`src/rtl/i2p_pkg.sv`:
```
// Package for the infix to postfix converter: beat types, token and result
// codes, controller/datapath interface structs and the precedence lookup.
// Used by every module in rtl/.
package i2p_pkg;

    localparam int STACK_DEPTH = 32;
    localparam int CNT_W       = $clog2(STACK_DEPTH + 1);
    localparam int IDX_W       = $clog2(STACK_DEPTH);
    localparam int PREC_W      = 36;

    localparam logic [PREC_W-1:0] PREC_RESET = 36'h885ADBBAA;

    // Token kinds on the input channel.
    localparam logic [1:0] TOK_OPERAND = 2'd0;
    localparam logic [1:0] TOK_OPERATOR = 2'd1;
    localparam logic [1:0] TOK_STMT_END = 2'd2;
    localparam logic [1:0] TOK_EOF      = 2'd3;

    // Result kinds on the output channel.
    localparam logic [1:0] OUT_OPERAND  = 2'd0;
    localparam logic [1:0] OUT_OPERATOR = 2'd1;
    localparam logic [1:0] OUT_END      = 2'd2;
    localparam logic [1:0] OUT_OVERFLOW = 2'd3;

    localparam logic [5:0] CODE_OPEN   = 6'd0;
    localparam logic [5:0] CODE_CLOSE  = 6'd1;
    localparam logic [5:0] CODE_FIRST  = 6'd2;
    localparam logic [5:0] CODE_LAST   = 6'd10;

    // Work modes, chosen once when a token is accepted.
    localparam logic [2:0] MODE_OPERAND   = 3'd0;
    localparam logic [2:0] MODE_FLUSH_END = 3'd1;
    localparam logic [2:0] MODE_FLUSH     = 3'd2;
    localparam logic [2:0] MODE_PUSH      = 3'd3;
    localparam logic [2:0] MODE_CLOSE     = 3'd4;
    localparam logic [2:0] MODE_PREC      = 3'd5;

    typedef struct packed {
        logic [1:0]  token_kind;
        logic [5:0]  operator_code;
        logic [15:0] operand_handle;
    } t_in_beat;

    typedef struct packed {
        logic [1:0]  out_kind;
        logic [5:0]  out_operator;
        logic [15:0] out_operand;
        logic        last_of_run;
    } t_out_beat;

    typedef struct packed {
        logic accept;
        logic step;
        logic finish;
    } t_ctrl_cmd;

    typedef struct packed {
        logic out_free;
        logic new_valid;
        logic hold_valid;
        logic final_step;
    } t_dp_status;

    function automatic logic [3:0] level_of(input logic [PREC_W-1:0] prec,
                                            input logic [5:0] code);
        int base;
        base = 4 * (int'(code) - 2);
        if (code < CODE_FIRST || code > CODE_LAST) begin
            return 4'd0;
        end
        return prec[base +: 4];
    endfunction

endpackage

```
`src/rtl/infix_to_postfix_converter.sv`:
```
// Top level of the infix to postfix converter: controller plus datapath.
// Depends on i2p_pkg, i2p_ctrl and i2p_datapath.
//
// Usage:
// Tokens arrive on the input channel (i_in_valid, o_in_stall, i_in) and
// results leave on the output channel (o_out_valid, i_out_stall, o_out),
// one beat per token or result. A beat moves when valid is high and stall
// is low. The precedence table is written through i_cfg_wr_en and
// i_cfg_wr_data; the user must write it only while the block is idle, as
// the block itself does not enforce this. A token is taken only in the
// idle state; it then runs one stack step per cycle while the output is
// free. An operand token's result is placed in the output register by its
// single step. A token whose last step leaves two results to send (a
// statement end after a flush) sends the held one from a finish state.
// The single operator stack port allows at most one pop per step.
// One result is held back in the hold register so that last_of_run is
// known when it is sent. A stalled receiver holds the output register and
// pauses the steps; a new token is still taken while the last result
// waits to be read. Reset empties the stack, clears both valids and
// restores the default precedence levels; stack contents need no clearing.
module infix_to_postfix_converter
    import i2p_pkg::*;
(
    input  logic              i_clk,
    input  logic              i_rst_n,
    input  logic              i_in_valid,
    output logic              o_in_stall,
    input  t_in_beat          i_in,
    output logic              o_out_valid,
    input  logic              i_out_stall,
    output t_out_beat         o_out,
    input  logic              i_cfg_wr_en,
    input  logic [PREC_W-1:0] i_cfg_wr_data
);

    t_ctrl_cmd  cmd;
    t_dp_status status;

    i2p_ctrl u_ctrl (
        .i_clk      (i_clk),
        .i_rst_n    (i_rst_n),
        .i_in_valid (i_in_valid),
        .i_status   (status),
        .o_in_stall (o_in_stall),
        .o_cmd      (cmd)
    );

    i2p_datapath u_datapath (
        .i_clk         (i_clk),
        .i_rst_n       (i_rst_n),
        .i_cmd         (cmd),
        .i_in          (i_in),
        .i_cfg_wr_en   (i_cfg_wr_en),
        .i_cfg_wr_data (i_cfg_wr_data),
        .i_out_stall   (i_out_stall),
        .o_out_valid   (o_out_valid),
        .o_out         (o_out),
        .o_status      (status)
    );

endmodule

```
`src/rtl/i2p_ctrl.sv`:
```
// Controller of the infix to postfix converter: sequences accept, stack
// steps and the final hand-off of a held result. Depends on i2p_pkg.
module i2p_ctrl
    import i2p_pkg::*;
(
    input  logic       i_clk,
    input  logic       i_rst_n,
    input  logic       i_in_valid,
    input  t_dp_status i_status,
    output logic       o_in_stall,
    output t_ctrl_cmd  o_cmd
);

    localparam logic [1:0] ST_IDLE   = 2'd0;
    localparam logic [1:0] ST_STEP   = 2'd1;
    localparam logic [1:0] ST_FINISH = 2'd2;

    logic [1:0] r_state;
    logic [1:0] n_state;

    always_comb begin
        n_state      = r_state;
        o_cmd        = '0;
        o_in_stall   = 1'b1;
        unique case (r_state)
            ST_IDLE: begin
                o_in_stall   = 1'b0;
                o_cmd.accept = i_in_valid;
                if (i_in_valid) begin
                    n_state = ST_STEP;
                end
            end
            ST_STEP: begin
                o_cmd.step = i_status.out_free;
                if (i_status.out_free && i_status.final_step) begin
                    // Two results left at once: one goes to the output register now, the other from the finish state.
                    if (i_status.new_valid && i_status.hold_valid) begin
                        n_state = ST_FINISH;
                    end else begin
                        n_state = ST_IDLE;
                    end
                end
            end
            ST_FINISH: begin
                o_cmd.finish = i_status.out_free;
                if (i_status.out_free) begin
                    n_state = ST_IDLE;
                end
            end
            default: begin
                n_state = ST_IDLE;
            end
        endcase
    end

    always_ff @(posedge i_clk) begin
        if (!i_rst_n) begin
            r_state <= ST_IDLE;
        end else begin
            r_state <= n_state;
        end
    end

endmodule

```
`src/rtl/i2p_datapath.sv`:
```
// Datapath of the infix to postfix converter: precedence register, operator
// stack, token register, one held result and the output register.
// Depends on i2p_pkg.
module i2p_datapath
    import i2p_pkg::*;
(
    input  logic              i_clk,
    input  logic              i_rst_n,
    input  t_ctrl_cmd         i_cmd,
    input  t_in_beat          i_in,
    input  logic              i_cfg_wr_en,
    input  logic [PREC_W-1:0] i_cfg_wr_data,
    input  logic              i_out_stall,
    output logic              o_out_valid,
    output t_out_beat         o_out,
    output t_dp_status        o_status
);

    logic [PREC_W-1:0] r_prec;
    logic [5:0]        r_stack [STACK_DEPTH];
    logic [CNT_W-1:0]  r_count;
    t_in_beat          r_tok;
    logic [2:0]        r_mode;
    t_out_beat         r_hold;
    logic              r_hold_valid;
    t_out_beat         r_out;
    logic              r_out_valid;

    logic [2:0]       n_mode;
    t_out_beat        n_hold;
    logic             n_hold_valid;
    t_out_beat        n_out;
    logic             n_out_valid;
    logic [CNT_W-1:0] cnt_m1;
    logic [IDX_W-1:0] top_idx;
    logic [5:0]       top;
    logic             empty;
    logic             full;
    logic             do_pop;
    logic             do_push;
    logic             new_valid;
    t_out_beat        new_item;
    logic             final_step;
    logic             out_free;

    assign cnt_m1   = r_count - CNT_W'(1);
    assign top_idx  = cnt_m1[IDX_W-1:0];
    assign top      = r_stack[top_idx];
    assign empty    = (r_count == '0);
    assign full     = (r_count == CNT_W'(STACK_DEPTH));
    assign out_free = !r_out_valid || !i_out_stall;

    // The branch a token takes depends on the stack as it stands at accept.
    always_comb begin
        unique case (i_in.token_kind)
            TOK_OPERAND:  n_mode = MODE_OPERAND;
            TOK_STMT_END: n_mode = MODE_FLUSH_END;
            TOK_EOF:      n_mode = MODE_FLUSH;
            default: begin
                if (empty || i_in.operator_code == CODE_OPEN) begin
                    n_mode = MODE_PUSH;
                end else if (i_in.operator_code == CODE_CLOSE) begin
                    n_mode = MODE_CLOSE;
                end else begin
                    n_mode = MODE_PREC;
                end
            end
        endcase
    end

    // One stack step: at most one pop or push and at most one new result.
    always_comb begin
        do_pop     = 1'b0;
        do_push    = 1'b0;
        new_valid  = 1'b0;
        new_item   = '0;
        final_step = 1'b0;
        unique case (r_mode) inside
            MODE_OPERAND: begin
                new_valid            = 1'b1;
                new_item.out_kind    = OUT_OPERAND;
                new_item.out_operand = r_tok.operand_handle;
                final_step           = 1'b1;
            end
            MODE_FLUSH_END, MODE_FLUSH: begin
                if (!empty) begin
                    do_pop                = 1'b1;
                    new_valid             = 1'b1;
                    new_item.out_kind     = OUT_OPERATOR;
                    new_item.out_operator = top;
                end else begin
                    final_step = 1'b1;
                    if (r_mode == MODE_FLUSH_END) begin
                        new_valid         = 1'b1;
                        new_item.out_kind = OUT_END;
                    end
                end
            end
            MODE_CLOSE: begin
                if (empty) begin
                    final_step = 1'b1;
                end else begin
                    do_pop = 1'b1;
                    if (top == CODE_OPEN) begin
                        final_step = 1'b1;
                    end else begin
                        new_valid             = 1'b1;
                        new_item.out_kind     = OUT_OPERATOR;
                        new_item.out_operator = top;
                    end
                end
            end
            MODE_PREC, MODE_PUSH: begin
                if (r_mode == MODE_PREC && !empty &&
                    level_of(r_prec, top) >= level_of(r_prec, r_tok.operator_code)) begin
                    do_pop                = 1'b1;
                    new_valid             = 1'b1;
                    new_item.out_kind     = OUT_OPERATOR;
                    new_item.out_operator = top;
                end else begin
                    final_step = 1'b1;
                    if (full) begin
                        new_valid         = 1'b1;
                        new_item.out_kind = OUT_OVERFLOW;
                    end else begin
                        do_push = 1'b1;
                    end
                end
            end
            default: begin
                final_step = 1'b1;
            end
        endcase
    end

    always_comb begin
        n_out        = r_out;
        n_out_valid  = r_out_valid && i_out_stall;
        n_hold       = r_hold;
        n_hold_valid = r_hold_valid;
        if (i_cmd.step) begin
            // A held result is sent only once it is known whether more follow.
            if (new_valid && r_hold_valid) begin
                n_out             = r_hold;
                n_out.last_of_run = 1'b0;
                n_out_valid       = 1'b1;
                n_hold            = new_item;
            end else if (new_valid && final_step) begin
                n_out             = new_item;
                n_out.last_of_run = 1'b1;
                n_out_valid       = 1'b1;
            end else if (new_valid) begin
                n_hold       = new_item;
                n_hold_valid = 1'b1;
            end else if (final_step && r_hold_valid) begin
                n_out             = r_hold;
                n_out.last_of_run = 1'b1;
                n_out_valid       = 1'b1;
                n_hold_valid      = 1'b0;
            end
        end
        if (i_cmd.finish) begin
            n_out             = r_hold;
            n_out.last_of_run = 1'b1;
            n_out_valid       = 1'b1;
            n_hold_valid      = 1'b0;
        end
    end

    always_ff @(posedge i_clk) begin
        if (i_cmd.step && do_push) begin
            r_stack[r_count[IDX_W-1:0]] <= r_tok.operator_code;
        end
    end

    always_ff @(posedge i_clk) begin
        if (i_cmd.accept) begin
            r_tok <= i_in;
        end
        r_out  <= n_out;
        r_hold <= n_hold;
    end

    always_ff @(posedge i_clk) begin
        if (!i_rst_n) begin
            r_prec       <= PREC_RESET;
            r_count      <= '0;
            r_mode       <= MODE_OPERAND;
            r_hold_valid <= 1'b0;
            r_out_valid  <= 1'b0;
        end else begin
            if (i_cfg_wr_en) begin
                r_prec <= i_cfg_wr_data;
            end
            if (i_cmd.accept) begin
                r_mode <= n_mode;
            end
            if (i_cmd.step) begin
                if (do_pop) begin
                    r_count <= cnt_m1;
                end else if (do_push) begin
                    r_count <= r_count + CNT_W'(1);
                end
            end
            r_out_valid  <= n_out_valid;
            r_hold_valid <= n_hold_valid;
        end
    end

    assign o_out_valid         = r_out_valid;
    assign o_out               = r_out;
    assign o_status.out_free   = out_free;
    assign o_status.new_valid  = new_valid;
    assign o_status.hold_valid = r_hold_valid;
    assign o_status.final_step = final_step;

endmodule
```
`config.mk`:
```
export PLATFORM = sky130hd
export DESIGN_NAME = infix_to_postfix_converter
export DESIGN_NICKNAME = d
export VERILOG_FILES = /design/src/rtl/i2p_pkg.sv /design/src/rtl/infix_to_postfix_converter.sv /design/src/rtl/i2p_ctrl.sv /design/src/rtl/i2p_datapath.sv
export SDC_FILE = /design/constraint.sdc
export NUM_CORES = 1
export LEC_CHECK = 0
export BUFFER_PORTS_ARGS = -buffer_cell sky130_fd_sc_hd__buf_2
export CAP_MARGIN = 20
export CORE_ASPECT_RATIO = 0.6
export CORE_UTILIZATION = 47
export DETAILED_ROUTE_END_ITERATION = 8
export SETUP_SLACK_MARGIN = 0.05
export SYNTH_ARGS = -nofsm -noshare
export SYNTH_HDL_FRONTEND = slang
export SYNTH_SLANG_ARGS = --single-unit
```
`constraint.sdc`:
```
create_clock -name i_clk -period 19.56 [get_ports i_clk]
set_input_delay 0.978 -clock i_clk [delete_from_list [all_inputs] [get_ports i_clk]]
set_output_delay 0.978 -clock i_clk [all_outputs]
set_load 0.01 [all_outputs]
```
==> out/results.ini, run 1 <==
[grt]
grt-ovfl-total=0
grt_start_max_net_pins=45
grt_pass1_wl_mm=48.16
grt_antenna_before_repair=0
grt_use_total_pct=21.43
first_global_vias=7772

[drt]
wl_mm=31.68
final_antenna_net_count=0
via_per_inst=5.826
wl_per_cell_um=22.80
drt_drc_violations_left=0
vias=8093
first_pass_iters=7
drt_iter0_drc=719

[logic_synthesis]
synthesis.nets=990
ys_seq_area_share_pct=64.72
ys_top_cells_by_area=edfxtp_1, dfxtp_1, mux4_2
yosysMostFrequentCell=edfxtp_1
synth_area_mm2=0.01370
yosysWarnings=0
synth_edf_count=262
synth_top_cell_area_share_pct=57.41
synth_top_cell_by_area=edfxtp_1
ys_seq_elements=312
synthCells=914
ys.flop_type=edfxtp_1
synth.avg_cell_area_um2=14.99
netlist-cell-type-count=77
synth_common_cells=edfxtp_1, nand2_1, nor2_1
ys_async_sr_fraction_pct=0

[cts]
cts.sinks=312
root_buffer=clkbuf_16
cts_tree=done
ctsHoldBuffers=0
cts_setup_buffers=0
cts_resized=0
h-tree-depth=1
clk_pin_slew_ps=70
clk_path_buf_depth=3
numCtsBuffers=27
clock_latency_ps=550

[setup_path]
required_ps=19740
critical_path_class=flop to flop
end_kind=flop
arrival_ps=8430
path_max_fanout=44
cp-start-kind=flop
rr_worst_depth=22

[placed_design]
gp_congestion=0.8556
io_buffers=91
dpl_worst_slack_ps=11420
dpl.hpwl_mm=20.90
dpl_cell_area_mm2=0.01452

[min_path]
min_path_type=flop to flop
hold_depth=2

[die]
die-area_mm2=0.02986
die_w_um=222.4
die_h_um=134.3
start_util_pct=48.75
core.rowCount=47
coreArea_mm2=0.02811
io_pins=92

[job]
cap_violations=0

[power_and_ir_drop]
internal-power_mw=1.100
vdd_drop_max_uv=83.49
p_comb_share_pct=7.7
p_sw_share_pct=22.43
power.static_leakage_nw=5.350
p_sw_uw=318.0
powerDensity_mw_per_mm2=91.84
power.clock.fraction_pct=39.7
seqPwrFrac_pct=52.5

[final_layout]
layout-drive-gt1-share_pct=24.95
area_delta_synth_final_pct=12.66
diodes=0
num-nets-final=1079
multiInputGateArea_mm2=0.004564
utilization_pct=54.92
seqCellArea_mm2=0.008870
fillCellCount=2274
finalInstanceArea_mm2=0.01544

[timing]
skew_ps=10.12
worst_hold_slack_ps=505.9
final.setup.tns_ps=0
rsz0062_at_grt=false
period_share_pct=42.19
maxSlewViolCount=0
max_slew_margin_pct=30.72
fmax_ghz=0.1212
setup_slack_ps=11310
setup_viol=0
period_minus_slack_ps=8251
worst_pin_slew_ps=1038
hold_violations=0

[run_status]
status=finished clean

worst max-delay path: stages, from the launching register on:
cell	delay (ps)
dfxtp_2	310
buf_4	630
clkinv_1	540
ha_2	980
buf_4	550
mux4_2	370
mux2i_1	360
o21ai_0	250
o2111ai_2	190
ha_1	240
xor2_1	360
nand2_1	190
o22a_1	220
o211ai_1	100
ha_1	250
nand2b_1	140
a21o_1	170
a21o_1	190
a21oi_1	290
a2111o_1	180
and4_1	310
nand2_1	400
nor2_1	650
layout by cell type (no fill, tap or decap), types with 4 or more instances in the layout:
cell type	count
o21ai_1	5
a211oi_1	5
dfxtp_1	49
nor3b_1	4
nor2_1	79
or3_1	4
nor3_1	12
mux2i_1	75
edfxtp_1	262
nor2b_1	6
o2bb2ai_2	10
mux2_2	22
xnor2_1	6
buf_4	16
nand4_1	6
clkinv_2	5
o2bb2ai_1	8
o22ai_1	12
clkinv_1	7
and2_1	21
nand3_1	14
clkbuf_16	27
buf_2	91
bufinv_16	5
nand2b_1	5
inv_1	12
a21oi_1	13
nand2_1	91
mux4_2	43
o21ai_0	20
ha_1	10
state kept, by name, indices dropped and copies added (netlist names):
signal                   cells
u_datapath.r_prec           36
u_datapath.o_out_valid       1
u_datapath.o_out            25
u_datapath.r_count           6
u_ctrl.r_state               2
u_datapath.r_tok            22
u_datapath.r_stack         192
u_datapath.r_mode            3
u_datapath.r_hold           24
u_datapath.r_hold_valid      1
cell families after synthesis:
family,synth area share (%)
AOI/OAI and AO/OA,7.150
xor gates and xnor gates,0.9131
adders and majority gates,1.004
buffers and inverters,2.182
DFF,64.72
muxes,14.55
and+or+nand+nor,9.487
power by group through the flow:
stage          sequential, mW  combinational, mW  clock [mW]
2_1_floorplan           0.764             0.0670           0
3_3_place_gp            0.760              0.109           0
3_5_place_dp            0.760              0.110           0
4_1_cts                 0.745              0.110       0.570
5_1_grt                 0.746              0.120       0.594
6_report                0.745              0.109       0.563
cell type report:
type | count | area share, %
inverters | 14 | 0.3404
clock inverters | 20 | 1.532
multi-input cells | 541 | 29.57
well taps | 367 | 2.975
clock buffers | 28 | 4.401
flip-flops and latches | 312 | 57.46
repair buffers | 107 | 3.728
path summary, 6_finish.rpt:
| path | start | to | slack (ps) |
|---|---|---|---|
| worst max-delay path | u_datapath.r_count[0] | u_datapath.r_stack[22][5] | 11310 |
| worst min-delay path | u_datapath.r_prec[7] | u_datapath.r_prec[7] | 510 |
| worst max register to register | u_datapath.r_count[0] | u_datapath.r_stack[22][5] | 11310 |
| worst min register to register | u_datapath.r_prec[7] | u_datapath.r_prec[7] | 510 |
per-stage QoR:
stage	power [mW]	cells
2_1_floorplan	0.8309	914
3_3_place_gp	0.8685	1341
3_5_place_dp	0.8698	1341
4_1_cts	1.426	1389
5_1_grt	1.460	1389
6_report	1.418	1389
layer usage:
metal | global-route usage, % | vias to the layer above | part of all wire, %
li1 | - | 3702 | -
met1 | 36.58 | 4040 | 53
met2 | 27.15 | 317 | 38
met3 | 4.973 | 34 | 8.0
met4 | 3.448 | 0 | 1.4
met5 | 0 | - | 0
(Power assumes the default switching activity.)
==> run 2: changes to the inputs <==
==> constraint.sdc (replaced) <==
create_clock -name i_clk -period 8.42 [get_ports i_clk]
set_input_delay 0.421 -clock i_clk [delete_from_list [all_inputs] [get_ports i_clk]]
set_output_delay 0.421 -clock i_clk [all_outputs]
set_load 0.01 [all_outputs]
==> run 2 against run 1 <==
Sequential power up 130%. Non-clock buffer count up 2. Critical path type unchanged. Routed wire length down 1.5%.
==> out/results.ini, run 2 (synthesized netlist as in run 1, its figures left out) <==
[die]
io_pins=92  ; unchanged
die_w_um=222.4  ; unchanged
core.rowCount=47  ; unchanged
die_h_um=134.3  ; unchanged
coreArea_mm2=0.02811  ; unchanged
die-area_mm2=0.02986  ; unchanged
start_util_pct=48.75  ; unchanged

[grt]
grt-ovfl-total=0  ; unchanged
grt_pass1_wl_mm=48.13  ; was 48.16 mm
first_global_vias=7835  ; was 7772
grt_start_max_net_pins=44  ; was 45
grt_antenna_before_repair=0  ; unchanged
grt_use_total_pct=21.39  ; was 21.43%

[drt]
wl_per_cell_um=22.34  ; was 22.80 µm
drt_drc_violations_left=0  ; unchanged
first_pass_iters=5  ; was 7
vias=8081  ; was 8093
wl_mm=31.21  ; was 31.68 mm
drt_iter0_drc=800  ; was 719
via_per_inst=5.785  ; was 5.826
final_antenna_net_count=0  ; unchanged

[cts]
cts_tree=done  ; unchanged
root_buffer=clkbuf_16  ; unchanged
clock_latency_ps=560  ; was 550 ps
clk_pin_slew_ps=70  ; about the same
numCtsBuffers=29  ; was 27
clk_path_buf_depth=3  ; unchanged
ctsHoldBuffers=0  ; unchanged
cts_setup_buffers=0  ; unchanged
h-tree-depth=1  ; unchanged
cts.sinks=312  ; unchanged
cts_resized=0  ; unchanged

[setup_path]
critical_path_class=flop to flop  ; unchanged
path_max_fanout=22  ; was 44
rr_worst_depth=21  ; was 22
path_common_cell=mux2i_1
worst-path-buf-inv=3  ; unchanged
cp_slowest_cell=a211oi_4  ; was ha_2
arrival_ps=7220  ; was 8430 ps
path_cells=clkinv_1 > ha_2 > buf_4 > mux2i_1 > nand3_1 > nand4_1 > o32ai_1 > a211oi_4 > buf_4 > mux2i_1 > mux2i_1 > o22ai_1 > nor3b_1 > ha_1 > a21o_1 > a21o_1 > a21oi_1 > a2111o_1 > and4_1 > nand2_1 > nor2_1  ; was buf_4 > clkinv_1 > ha_2 > buf_4 > mux4_2 > mux2i_1 > o21ai_0 > o2111ai_2 > ha_1 > xor2_1 > nand2_1 > o22a_1 > o211ai_1 > ha_1 > nand2b_1 > a21o_1 > a21o_1 > a21oi_1 > a2111o_1 > and4_1 > nand2_1 > nor2_1
cp-start-kind=flop  ; unchanged
r2r-end=u_datapath.r_stack[10][2]  ; was u_datapath.r_stack[22][5]
critPathMaxStageDelay_ps=810  ; was 980 ps
cp_top_family=simple AND/OR/NAND/NOR gates  ; was buffers and inverters
required_ps=8610  ; was 19740 ps
end_kind=flop  ; unchanged
rrSetupSlack_ps=1390  ; was 11310 ps
reg2reg_from=u_datapath.r_count[0]  ; unchanged

[min_path]
min_path_type=input pin to flop  ; was flop to flop
hold_depth=1  ; was 2
hold_start=i_in[10]  ; was u_datapath.r_prec[7]
hold_path_end=u_datapath.r_tok[10]  ; was u_datapath.r_prec[7]

[final_layout]
final_cell_mix=edfxtp_1, nand2_1, buf_2, nor2_1, mux2i_1  ; unchanged
largest_reg_flops=192  ; unchanged
layout-drive-gt1-share_pct=25.83  ; was 24.95%
final_common_cell=edfxtp_1  ; unchanged
final_cells=1397  ; was 1389
utilization_pct=55.64  ; was 54.92%
area_delta_synth_final_pct=14.12  ; was 12.66%
num-nets-final=1083  ; was 1079
diodes=0  ; unchanged

[timing]
maxSlewViolCount=0  ; unchanged
final.setup.tns_ps=0  ; unchanged
max_slew_margin_pct=26.54  ; was 30.72%
period_minus_slack_ps=7029  ; was 8251 ps
period_share_pct=83.48  ; was 42.19%
rsz0062_at_grt=false  ; unchanged
worst_pin_slew_ps=1102  ; was 1038 ps
fmax_ghz=0.1423  ; was 0.1212 GHz
setup_viol=0  ; unchanged
skew_ps=15.83  ; was 10.12 ps
hold_violations=0  ; unchanged

[job]
cap_violations=0  ; unchanged

[run_status]
status=finished clean  ; unchanged

[power_and_ir_drop]
p_total_mw=3.494  ; was 1.418 mW
power.static_leakage_nw=5.441  ; was 5.350 nW
vdd_drop_max_uv=141.9  ; was 83.49 µV
powerDensity_mw_per_mm2=223.4  ; was 91.84 mW/mm²

[placed_design]
dp.cells=1343  ; was 1341
io_buffers=91  ; unchanged
dpl.hpwl_mm=20.80  ; was 20.90 mm
gp_congestion=0.9165  ; was 0.8556

-- run 2: cell count changes in the layout (fill, tap and decap cells not counted) --
| cell | change |
|---|---|
| buf_4 | +2 |
| bufinv_16 | +4 |
| clkbuf_1 | -1 |
| clkbuf_16 | +2 |
| clkbuf_8 | +1 |
| clkinv_1 | -2 |
| clkinv_4 | -1 |
| clkinvlp_4 | +3 |
-- run 2: area by class of cell --
cell class                      instances  area [µm²]
Fill cell                            2294       12470
Sequential cell                       312        8870
Multi-Input combinational cell        541        4564
Clock buffer                           30       739.5
Timing Repair Buffer                  109       590.6
Tap cell                              367       459.2
Clock inverter                         24       362.8
Inverter                               14       52.55
-- run 2: worst max-delay path by stage --
stage                                            to  slack (ps)                  start  depth (start not counted)
after detailed placement       u_datapath.o_out[15]        1480  u_datapath.r_count[0]                         23
after floorplan                u_datapath.o_out[10]        1000  u_datapath.r_count[0]                         25
final                     u_datapath.r_stack[10][2]        1390  u_datapath.r_count[0]                         21
after global placement         u_datapath.o_out[22]        1590  u_datapath.r_count[0]                         23
after global routing      u_datapath.r_stack[10][2]         830  u_datapath.r_count[0]                         21
after CTS                      u_datapath.o_out[14]        1440  u_datapath.r_count[0]                         23
-- run 2: stage by stage --
stage          worst slack (ps)  hold slack (ps)  area, µm²
2_1_floorplan             995.1            458.6      13700
3_3_place_gp               1589            484.7      14540
3_5_place_dp               1480            498.9      14540
4_1_cts                    1445            4.621      15640
5_1_grt                   831.3            8.402      15640
6_report                   1391            31.57      15640
-- run 2: per-layer routing --
| layer | wire (µm) | global-route usage, % | share of wire [%] |
|---|---|---|---|
| met1 | 16210 | 36.36 | 52 |
| met2 | 11630 | 26.44 | 37 |
| met3 | 2851 | 5.564 | 9.1 |
| met4 | 439 | 3.640 | 1.4 |
| met5 | 71 | 1.774 | 0.23 |
-- run 2: where the power goes --
| part | internal, mW | switching, mW |
|---|---|---|
| clock | 0.918 | 0.592 |
| sequential | 1.71 | 0.0190 |
| combinational | 0.0991 | 0.152 |
